File: config.mk
export PLATFORM = sky130hd
export DESIGN_NAME = context_hash_generator_unit
export DESIGN_NICKNAME = d
export VERILOG_FILES = /design/src/rtl/chg_pkg.sv /design/src/rtl/chg_ctrl.sv /design/src/rtl/chg_datapath.sv /design/src/rtl/context_hash_generator_unit.sv
export SDC_FILE = /design/constraint.sdc
export NUM_CORES = 2
export LEC_CHECK = 0
export ABC_AREA = 1
export ABC_CLOCK_PERIOD_IN_PS = 16120
export BUFFER_PORTS_ARGS = -buffer_cell sky130_fd_sc_hd__buf_4
export CAP_MARGIN = 20
export CORE_MARGIN = 8
export CORE_UTILIZATION = 60
export DETAILED_ROUTE_END_ITERATION = 8
export PLACE_DENSITY = 0.74
export SLEW_MARGIN = 5
export SYNTH_ARGS = -nofsm -noshare
export SYNTH_HDL_FRONTEND = slang
export SYNTH_HIERARCHICAL = 1
export SYNTH_SLANG_ARGS = --single-unit
File: constraint.sdc
create_clock -name clk -period 16.12 [get_ports clk]
set_input_delay 1.612 -clock clk [delete_from_list [all_inputs] [get_ports clk]]
set_output_delay 1.612 -clock clk [all_outputs]
set_load 0.02 [all_outputs]
File: src/rtl/chg_pkg.sv
`timescale 1ns / 1ps
// Shared types and constants of the context hash generator.
package chg_pkg;

  localparam int unsigned HIST_TAPS  = 16;  // deepest byte any hash reaches
  localparam int unsigned MAX_ORDERS = 16;

  localparam logic [63:0] SEED_A    = 64'h08088405edb88320;
  localparam logic [63:0] SEED_B    = 64'haaaaaaaa55555555;
  localparam logic [31:0] MUL_A     = 32'h08088405;
  localparam logic [31:0] MUL_B     = 32'h7fffffed;

  // Mask table holds 1 << MASK_BITS slots, weight table 3 << WEIGHT_LOW_BITS slots
  localparam int unsigned MASK_BITS       = 26;
  localparam int unsigned WEIGHT_LOW_BITS = 28;
  localparam int unsigned RED_STEPS       = 2;  // nibble sum, then modulo 3

  typedef enum logic [2:0] {
    ST_IDLE,
    ST_SEED,
    ST_MIX,
    ST_FOLD,
    ST_REDUCE,
    ST_PUSH
  } ctrl_state_t;

  // One mix step, split around the shared 32x32 multiplier.
  typedef enum logic [2:0] {
    MIX_NONE,
    MIX_A_XOR,   // a ^= x, low partial product of a
    MIX_A_MUL,   // a = low product + high partial product << 32
    MIX_A_FOLD,  // a += a >> 32
    MIX_B_ADD,   // b += a
    MIX_B_LO,    // low partial product of b
    MIX_B_MUL,   // b = low product + high partial product << 32
    MIX_B_XOR    // b ^= b >> 32, b ^= b >> 48, b ^= x
  } mix_op_t;

  typedef struct packed {
    logic        push_byte;
    logic        seed_load;
    logic        x_load_byte;
    logic [3:0]  hist_idx;
    mix_op_t     mix_op;
    logic        red_load;
    logic        red_step;
    logic        out_load;
    logic [4:0]  order;
    logic        last;
    logic [1:0]  skip;
  } chg_cmd_t;

  typedef struct packed {
    logic out_blocked;
  } chg_sts_t;

endpackage

File: src/rtl/chg_ctrl.sv
`timescale 1ns / 1ps
// Controller of the context hash generator: sequences orders, mix phases and reduction.
module chg_ctrl (
  input  logic              clk,
  input  logic              rst_n,
  input  logic              in_tvalid,
  output logic              in_tready,
  input  logic              cfg_valid,
  output logic              cfg_ready,
  input  logic [1:0]        cfg_data,
  output chg_pkg::chg_cmd_t cmd,
  input  chg_pkg::chg_sts_t sts
);

  chg_pkg::ctrl_state_t state_r, state_nxt;
  chg_pkg::mix_op_t     phase_r, phase_nxt;
  logic [4:0]           order_r, order_nxt;
  logic [4:0]           k_r, k_nxt;
  logic                 red_cnt_r, red_cnt_nxt;
  logic [1:0]           skip_r;
  logic [4:0]           orders;
  logic                 step_done;
  logic                 order_done;

  assign orders     = 5'(chg_pkg::MAX_ORDERS) - 5'({skip_r, 2'b00});
  assign step_done  = (phase_r == chg_pkg::MIX_B_XOR);
  assign order_done = step_done && (k_r == order_r);

  always_ff @(posedge clk) begin
    if (!rst_n) begin
      state_r   <= chg_pkg::ST_IDLE;
      phase_r   <= chg_pkg::MIX_NONE;
      order_r   <= '0;
      k_r       <= '0;
      red_cnt_r <= '0;
      skip_r    <= '0;
    end else begin
      state_r   <= state_nxt;
      phase_r   <= phase_nxt;
      order_r   <= order_nxt;
      k_r       <= k_nxt;
      red_cnt_r <= red_cnt_nxt;
      if (cfg_valid) begin
        skip_r <= cfg_data;
      end
    end
  end

  // Next state
  always_comb begin
    state_nxt = state_r;
    case (state_r)
      chg_pkg::ST_IDLE: begin
        if (in_tvalid) state_nxt = chg_pkg::ST_SEED;
      end
      chg_pkg::ST_SEED:   state_nxt = chg_pkg::ST_MIX;
      chg_pkg::ST_MIX: begin
        if (order_done) state_nxt = chg_pkg::ST_FOLD;
      end
      chg_pkg::ST_FOLD:   state_nxt = chg_pkg::ST_REDUCE;
      chg_pkg::ST_REDUCE: begin
        if (red_cnt_r == 1'(chg_pkg::RED_STEPS - 1)) state_nxt = chg_pkg::ST_PUSH;
      end
      chg_pkg::ST_PUSH: begin
        if (!sts.out_blocked) begin
          state_nxt = (order_r == orders) ? chg_pkg::ST_IDLE : chg_pkg::ST_SEED;
        end
      end
      default: state_nxt = chg_pkg::ST_IDLE;
    endcase
  end

  // Counters
  always_comb begin
    phase_nxt   = phase_r;
    order_nxt   = order_r;
    k_nxt       = k_r;
    red_cnt_nxt = red_cnt_r;
    case (state_r)
      chg_pkg::ST_IDLE: begin
        order_nxt = 5'd1;
      end
      chg_pkg::ST_SEED: begin
        k_nxt     = '0;
        phase_nxt = chg_pkg::MIX_A_XOR;
      end
      chg_pkg::ST_MIX: begin
        case (phase_r)
          chg_pkg::MIX_A_XOR:  phase_nxt = chg_pkg::MIX_A_MUL;
          chg_pkg::MIX_A_MUL:  phase_nxt = chg_pkg::MIX_A_FOLD;
          chg_pkg::MIX_A_FOLD: phase_nxt = chg_pkg::MIX_B_ADD;
          chg_pkg::MIX_B_ADD:  phase_nxt = chg_pkg::MIX_B_LO;
          chg_pkg::MIX_B_LO:   phase_nxt = chg_pkg::MIX_B_MUL;
          chg_pkg::MIX_B_MUL:  phase_nxt = chg_pkg::MIX_B_XOR;
          default:             phase_nxt = chg_pkg::MIX_A_XOR;
        endcase
        if (step_done) k_nxt = k_r + 5'd1;
      end
      chg_pkg::ST_FOLD: begin
        red_cnt_nxt = '0;
      end
      chg_pkg::ST_REDUCE: begin
        red_cnt_nxt = red_cnt_r + 1'b1;
      end
      chg_pkg::ST_PUSH: begin
        if (!sts.out_blocked) order_nxt = order_r + 5'd1;
      end
      default: begin
        phase_nxt = chg_pkg::MIX_NONE;
      end
    endcase
  end

  // Outputs
  always_comb begin
    in_tready       = (state_r == chg_pkg::ST_IDLE);
    cfg_ready       = 1'b1;
    cmd.push_byte   = (state_r == chg_pkg::ST_IDLE) && in_tvalid;
    cmd.seed_load   = (state_r == chg_pkg::ST_SEED);
    cmd.x_load_byte = (state_r == chg_pkg::ST_MIX) && step_done && !order_done;
    cmd.hist_idx    = {2'b00, skip_r} + k_r[3:0];
    cmd.mix_op      = (state_r == chg_pkg::ST_MIX) ? phase_r : chg_pkg::MIX_NONE;
    cmd.red_load    = (state_r == chg_pkg::ST_FOLD);
    cmd.red_step    = (state_r == chg_pkg::ST_REDUCE);
    cmd.out_load    = (state_r == chg_pkg::ST_PUSH) && !sts.out_blocked;
    cmd.order       = order_r;
    cmd.last        = (order_r == orders);
    cmd.skip        = skip_r;
  end

endmodule

File: src/rtl/chg_datapath.sv
`timescale 1ns / 1ps
// Datapath of the context hash generator: history, mix unit, slot reduction, output register.
module chg_datapath (
  input  logic              clk,
  input  logic              rst_n,
  input  chg_pkg::chg_cmd_t cmd,
  output chg_pkg::chg_sts_t sts,
  input  logic [7:0]        in_byte,
  input  logic              out_ready,
  output logic              out_valid,
  output logic [4:0]        out_order,
  output logic [63:0]       out_high,
  output logic [63:0]       out_low,
  output logic [25:0]       out_mask,
  output logic [29:0]       out_weight,
  output logic              out_last
);

  localparam int unsigned HI_NIBBLES = (64 - chg_pkg::WEIGHT_LOW_BITS) / 4;

  logic [7:0]  hist_r [chg_pkg::HIST_TAPS];
  logic [63:0] a_r, b_r, prod_lo_r;
  logic [16:0] x_r;
  logic [63:0] fold_r;
  logic [7:0]  nib_r, nib_nxt;
  logic [1:0]  m3_r, m3_nxt;
  logic        out_valid_r;
  logic [4:0]  out_order_r;
  logic [63:0] out_high_r, out_low_r;
  logic [25:0] out_mask_r;
  logic [29:0] out_weight_r;
  logic        out_last_r;

  logic [31:0] mul_src, mul_k;
  logic [63:0] product;
  logic [63:0] b_x1, b_x2;
  logic [4:0]  dig1;
  logic [3:0]  dig2, r12, r6, r3;

  // Shared multiplier, operands picked by mix phase
  always_comb begin
    case (cmd.mix_op)
      chg_pkg::MIX_A_XOR: begin
        mul_src = a_r[31:0] ^ {15'b0, x_r};
        mul_k   = chg_pkg::MUL_A;
      end
      chg_pkg::MIX_A_MUL: begin
        mul_src = a_r[63:32];
        mul_k   = chg_pkg::MUL_A;
      end
      chg_pkg::MIX_B_LO: begin
        mul_src = b_r[31:0];
        mul_k   = chg_pkg::MUL_B;
      end
      chg_pkg::MIX_B_MUL: begin
        mul_src = b_r[63:32];
        mul_k   = chg_pkg::MUL_B;
      end
      default: begin
        mul_src = '0;
        mul_k   = '0;
      end
    endcase
    product = {32'b0, mul_src} * {32'b0, mul_k};
    b_x1    = b_r ^ (b_r >> 32);
    b_x2    = b_x1 ^ (b_x1 >> 48);
  end

  // Weight slot: low bits pass through, the upper bits reduce modulo 3.
  // 16 is 1 modulo 3, so a sum of nibbles keeps the residue.
  always_comb begin
    nib_nxt = '0;
    for (int i = 0; i < HI_NIBBLES; i++) begin
      nib_nxt = nib_nxt + 8'(fold_r[chg_pkg::WEIGHT_LOW_BITS + 4*i +: 4]);
    end
    dig1   = 5'(nib_r[7:4]) + 5'(nib_r[3:0]);
    dig2   = {3'b000, dig1[4]} + dig1[3:0];
    r12    = (dig2 >= 4'd12) ? dig2 - 4'd12 : dig2;
    r6     = (r12 >= 4'd6) ? r12 - 4'd6 : r12;
    r3     = (r6 >= 4'd3) ? r6 - 4'd3 : r6;
    m3_nxt = r3[1:0];
  end

  always_ff @(posedge clk) begin
    if (!rst_n) begin
      for (int i = 0; i < chg_pkg::HIST_TAPS; i++) begin
        hist_r[i] <= '0;
      end
    end else if (cmd.push_byte) begin
      for (int i = chg_pkg::HIST_TAPS - 1; i > 0; i--) begin
        hist_r[i] <= hist_r[i-1];
      end
      hist_r[0] <= in_byte;
    end
  end

  always_ff @(posedge clk) begin
    if (cmd.seed_load) begin
      a_r <= chg_pkg::SEED_A;
      b_r <= chg_pkg::SEED_B;
      x_r <= 17'({cmd.order, 6'b0, cmd.skip});
    end else begin
      case (cmd.mix_op)
        chg_pkg::MIX_A_XOR: begin
          a_r       <= a_r ^ {47'b0, x_r};
          prod_lo_r <= product;
        end
        chg_pkg::MIX_A_MUL:  a_r <= prod_lo_r + {product[31:0], 32'b0};
        chg_pkg::MIX_A_FOLD: a_r <= a_r + (a_r >> 32);
        chg_pkg::MIX_B_ADD:  b_r <= b_r + a_r;
        chg_pkg::MIX_B_LO:   prod_lo_r <= product;
        chg_pkg::MIX_B_MUL:  b_r <= prod_lo_r + {product[31:0], 32'b0};
        chg_pkg::MIX_B_XOR:  b_r <= b_x2 ^ {47'b0, x_r};
        default: ;
      endcase
      if (cmd.x_load_byte) begin
        x_r <= {1'b1, 8'b0, hist_r[cmd.hist_idx]};
      end
    end
  end

  // Fold, then nibble sum and modulo 3 over two steps
  always_ff @(posedge clk) begin
    if (cmd.red_load) begin
      fold_r <= a_r ^ b_r;
    end else if (cmd.red_step) begin
      nib_r <= nib_nxt;
      m3_r  <= m3_nxt;
    end
  end

  always_ff @(posedge clk) begin
    if (!rst_n) begin
      out_valid_r <= 1'b0;
    end else if (cmd.out_load) begin
      out_valid_r <= 1'b1;
    end else if (out_ready) begin
      out_valid_r <= 1'b0;
    end
  end

  always_ff @(posedge clk) begin
    if (cmd.out_load) begin
      out_order_r  <= cmd.order;
      out_high_r   <= a_r;
      out_low_r    <= b_r;
      out_mask_r   <= fold_r[chg_pkg::MASK_BITS-1:0];
      out_weight_r <= {m3_r, fold_r[chg_pkg::WEIGHT_LOW_BITS-1:0]};
      out_last_r   <= cmd.last;
    end
  end

  assign sts.out_blocked = out_valid_r && !out_ready;
  assign out_valid  = out_valid_r;
  assign out_order  = out_order_r;
  assign out_high   = out_high_r;
  assign out_low    = out_low_r;
  assign out_mask   = out_mask_r;
  assign out_weight = out_weight_r;
  assign out_last   = out_last_r;

endmodule

File: src/rtl/context_hash_generator_unit.sv
`timescale 1ns / 1ps
// Top level of the context hash generator: controller, datapath and port packing.
//
//   channel  direction  beat                               marker
//   in_      slave      in_tdata[7:0] = new_byte           -
//   out_     master     order, hash words, slots           out_tlast = last_of_run
//   cfg_     slave      cfg_data[1:0] = context_skip       -
//
// Each input beat pushes one byte into a 16-byte history and yields
// N = 16 - 4*context_skip result beats, orders 1..N in rising order.
// Per order n: a seed step, n+1 mix steps on one shared 32x32 multiplier
// (seven phases per mix step), a fold, a nibble sum and a modulo-3 step
// for the slots (mask slot is the low 26 folded bits; weight slot keeps
// the low 28 bits and takes the upper 36 bits modulo 3) and a push.
// Reset (synchronous, active low) clears the history to zero bytes, the
// skip register to 0 and all control; hash registers are not reset.
// One output register parts the sides: the next byte is accepted while the
// last result still waits, and a stalled result holds the sequencer in its
// push cycle only. Write cfg only while idle.
module context_hash_generator_unit (
  input  logic         clk,
  input  logic         rst_n,
  input  logic         in_tvalid,
  output logic         in_tready,
  input  logic [7:0]   in_tdata,    // [7:0] new_byte
  output logic         out_tvalid,
  input  logic         out_tready,
  output logic [191:0] out_tdata,   // [4:0] context_order, [68:5] hash_high,
                                    // [132:69] hash_low, [158:133] mask_slot,
                                    // [188:159] weight_slot, [191:189] zero
  output logic         out_tlast,
  input  logic         cfg_valid,
  output logic         cfg_ready,
  input  logic [1:0]   cfg_data
);

  chg_pkg::chg_cmd_t cmd;
  chg_pkg::chg_sts_t sts;

  logic [4:0]  res_order;
  logic [63:0] res_high, res_low;
  logic [25:0] res_mask;
  logic [29:0] res_weight;

  // Sequence seed, mix steps, reduction and push for every order
  chg_ctrl u_ctrl (
    .clk       (clk),
    .rst_n     (rst_n),
    .in_tvalid (in_tvalid),
    .in_tready (in_tready),
    .cfg_valid (cfg_valid),
    .cfg_ready (cfg_ready),
    .cfg_data  (cfg_data),
    .cmd       (cmd),
    .sts       (sts)
  );

  // Hold history and hash state, reduce and register each result
  chg_datapath u_datapath (
    .clk        (clk),
    .rst_n      (rst_n),
    .cmd        (cmd),
    .sts        (sts),
    .in_byte    (in_tdata),
    .out_ready  (out_tready),
    .out_valid  (out_tvalid),
    .out_order  (res_order),
    .out_high   (res_high),
    .out_low    (res_low),
    .out_mask   (res_mask),
    .out_weight (res_weight),
    .out_last   (out_tlast)
  );

  // Pack result fields, lowest first
  assign out_tdata = {3'b000, res_weight, res_mask, res_low, res_high, res_order};

endmodule

==> results.md <==
- Post-synth EDFFs: 437
- Syn Inst Count: 6812
- Drt via density: 6.329
- Hold Vio Cnt, Final: 0
- Worst vdd ir: 0.0001097 V
- Synth Cell Area: 58360 um2
- Power per cell area: 82.07 nW/um2
- Post-CTS setup buffers: 0
- Cell Count Post-Placement: 8229
- Post_cts resized: 0
- Die Span Y: 327.9 um
- Pin count of the biggest net entering global routing: 79
- Leakage power: 29.23 nW
- Syn-to-layout area delta: 8.963%
- Total power: 5.219 mW
- Compound-Gate Fraction of Synth Area: 10.80%
- Cts hold-fix bufs: 0
- Remaining global-route overflow: 0
- Post-Synth Simple-Gate Area: 16.49%
- Die Width: 327.9 um
- HP Class: flip-flop to flip-flop
- Fillers: 7664
- Nets: 8131
- Post-route clock period utilization: 74.44%
- CTS Buf Count: 58
- RSZ-0062 raised after global routing: no
- Sequential share of the synthesized area: 27.80%
- FFs w/ async S/R, synth: 0%
- Clk_skew: 93.77 ps
- DRC: 3
- Synth Flop Type: edfxtp_1
- Share of cells above drive strength 1: 8.817%
- Maximum fanout along the worst path: 56
- Pin slew with the least headroom to its limit: 1261 ps
- Vias in the first global route: 53.37k
- Layout Cells excl Fill: 8358
- CP endpoint kind: flip-flop
- Max incr delay on CP: 750 ps
- Xor and xnor area share after synthesis: 2.176%
- Smallest hold slack: 401.7 ps
- Fmax: 83.33 MHz
- Max Cap Viol: 0
- DRT iter0 DRCs: 7382
- Initial Util: 60.44%
- Largest family of logic cells by synthesized area: adder cells
- WL met1: 77570 um
- Max-slew violations: 0
- Post-Route WL: 249900 um
- Sum Neg Setup Slack: 0 ps
- YS warnings: 6
- WS Path Type: flip-flop to flip-flop
- WL met2: 112900 um
- Critical path data arrival time: 12500 ps
- Slew HR: 15.37%
- Synth unique cells: 70
- FF+latch count, synth: 592
- Final HPWL DP: 199400 um
- Initial antenna violation count: 16
- RD Place Congestion: 1.150
- Clock transition at the registers of the reported paths: 70 ps
- Row count: 114
- CP Launch Type: flip-flop
- Worst endpoint required time: 16620 ps
- Min Tclk post-route: 12000 ps
- Via count: 52.90k
- Adder-Cell Fraction of Synth Area: 31.90%
- Num ports: 211
- Total track usage: 45.43%
- Clock Latency Late Sink: 750 ps
- H-Tree Depth: 2
- Status: finished with violations
- Critical path's slowest cell: buf_4
- Routed WL per cell: 29.90 um
- CTS Root Cell: clkbuf_16
- Synthesized area per cell: 8.568 um2
- Multi-input gate area: 35900 um2
- Register Area: 16230 um2
- ANT nets after route: 0
- Met3 WL post-DR: 29220 um
- Global-route wire length before repair: 353100 um
- DR top layer: met5
- Crit path top cell by count: inv_1
- Violated checks: DRC
- Die ar.: 107500 um2
- First-pass DRT Iterations: 9
- Clock sinks: 592
- CTS tree: built
- Max clock buf depth: 3
- # setup viols final: 0
- Mux contribution to synthesized area: 0%
- PortBufs: 206
- Placeable Area: 96570 um2
synth_stat cells, drive strengths merged (60+ instances only):
cell	count	area, um2
dfxtp	155	3103
edfxtp	437	13120
xor2	85	744.5
nor2	619	2497
fa	647	12950
clkbuf	68	255.2
ha	453	5668
nand3	298	1574
inv	1483	5567
nand2	1127	4333
a21oi	531	2736
o21ai	393	2023
buf	81	488.0
xnor2	60	525.5
state kept, by name, summed over array words and instances (netlist names), 14 cells and up:
register              flops
u_datapath/a_r           64
u_datapath/b_r           64
u_datapath/fold_r        64
u_datapath/hist_r       128
u_datapath/out_high      64
u_datapath/out_low       64
u_datapath/out_mask      25
u_datapath/prod_lo_r     64
u_datapath/x_r           14
cell type report:
| type | count | area share, % |
|---|---|---|
| clock buffers | 64 | 2.318 |
| inverters | 1484 | 8.759 |
| well taps | 1276 | 2.511 |
| diodes | 16 | 0.06296 |
| flip-flops and latches | 592 | 25.51 |
| repair buffers | 291 | 3.473 |
| clock inverters | 46 | 0.9090 |
| multi-input cells | 4589 | 56.45 |
report_power, final:
part | switching [mW] | leakage, nW | internal (mW)
clock network | 0.673 | 0.961 | 0.817
registers | 0.176 | 5.18 | 1.89
logic | 1.19 | 23.1 | 0.479
total | 2.04 | 29.2 | 3.18
layer usage:
| layer | vias up | global-route usage (%) |
|---|---|---|
| li1 | 22140 | - |
| met1 | 24920 | 47.98 |
| met2 | 4306 | 73.23 |
| met3 | 1533 | 13.43 |
| met4 | 4 | 41.09 |
| met5 | - | 0 |
worst max-delay path: cells and delay by family (launching register included):
family | cells | cell delay (ps)
and+or+nand+nor | 13 | 2770
AOI/OAI and AO/OA | 7 | 1160
adders and majority gates | 10 | 4790
DFF | 1 | 350
xor gates and xnor gates | 1 | 390
buffers and inverters | 12 | 2300
path summary, 6_finish.rpt:
check | endpoint | slack (ps) | startpoint | cells past startpoint
min reg2reg | u_datapath/out_mask[23] | 400 | u_datapath/fold_r[23] | 0
min | u_datapath/out_mask[23] | 400 | u_datapath/fold_r[23] | 0
max reg2reg | u_datapath/a_r[62] | 4120 | u_ctrl/state_r[0] | 43
max | u_datapath/a_r[62] | 4120 | u_ctrl/state_r[0] | 43
cells in the final DEF, fill, tap and decap left out, types with 14 or more instances in the layout:
master | netlist | final
nor2_2 | 24 | 23
nor2_1 | 581 | 579
xnor2_1 | 60 | 59
o21ai_1 | 24 | 28
fa_1 | 647 | 647
or2_2 | 26 | 25
edfxtp_1 | 437 | 437
nor3_1 | 37 | 37
nand3_1 | 283 | 283
nor3_2 | 15 | 15
nand2_2 | 38 | 38
nand4_1 | 39 | 39
nand2_1 | 1088 | 1087
nor2_4 | 13 | 16
inv_2 | 46 | 47
o21ai_0 | 356 | 352
a21oi_2 | 18 | 18
a21o_1 | 23 | 23
nand3_2 | 14 | 14
clkbuf_16 | 0 | 58
dfxtp_1 | 155 | 155
xor2_1 | 85 | 84
inv_1 | 1437 | 1436
a31oi_1 | 28 | 28
ha_1 | 453 | 452
o2111ai_1 | 23 | 23
buf_4 | 34 | 288
o21bai_1 | 24 | 23
diode_2 | 0 | 16
a21oi_1 | 512 | 512
o22ai_1 | 14 | 14
nand3b_1 | 22 | 22
per-stage QoR:
step                setup WS (ps)  cell area, um2  util, %
CTS                          4371           63520    65.78
detailed placement           4402           61470    63.66
global placement             4086           61410    63.59
finish                       4120           63590    65.86
floorplan                    6904           58370        -
global route                 3551           63560    65.82
cell families after synthesis:
kind of cell / count (synthesis)
flops: 592
compound gates: 1124
buf+inv: 1633
fa+ha+maj: 1100
xor+xnor: 145
other cells: 2
simple gates: 2216
(Power assumes the default switching activity.)
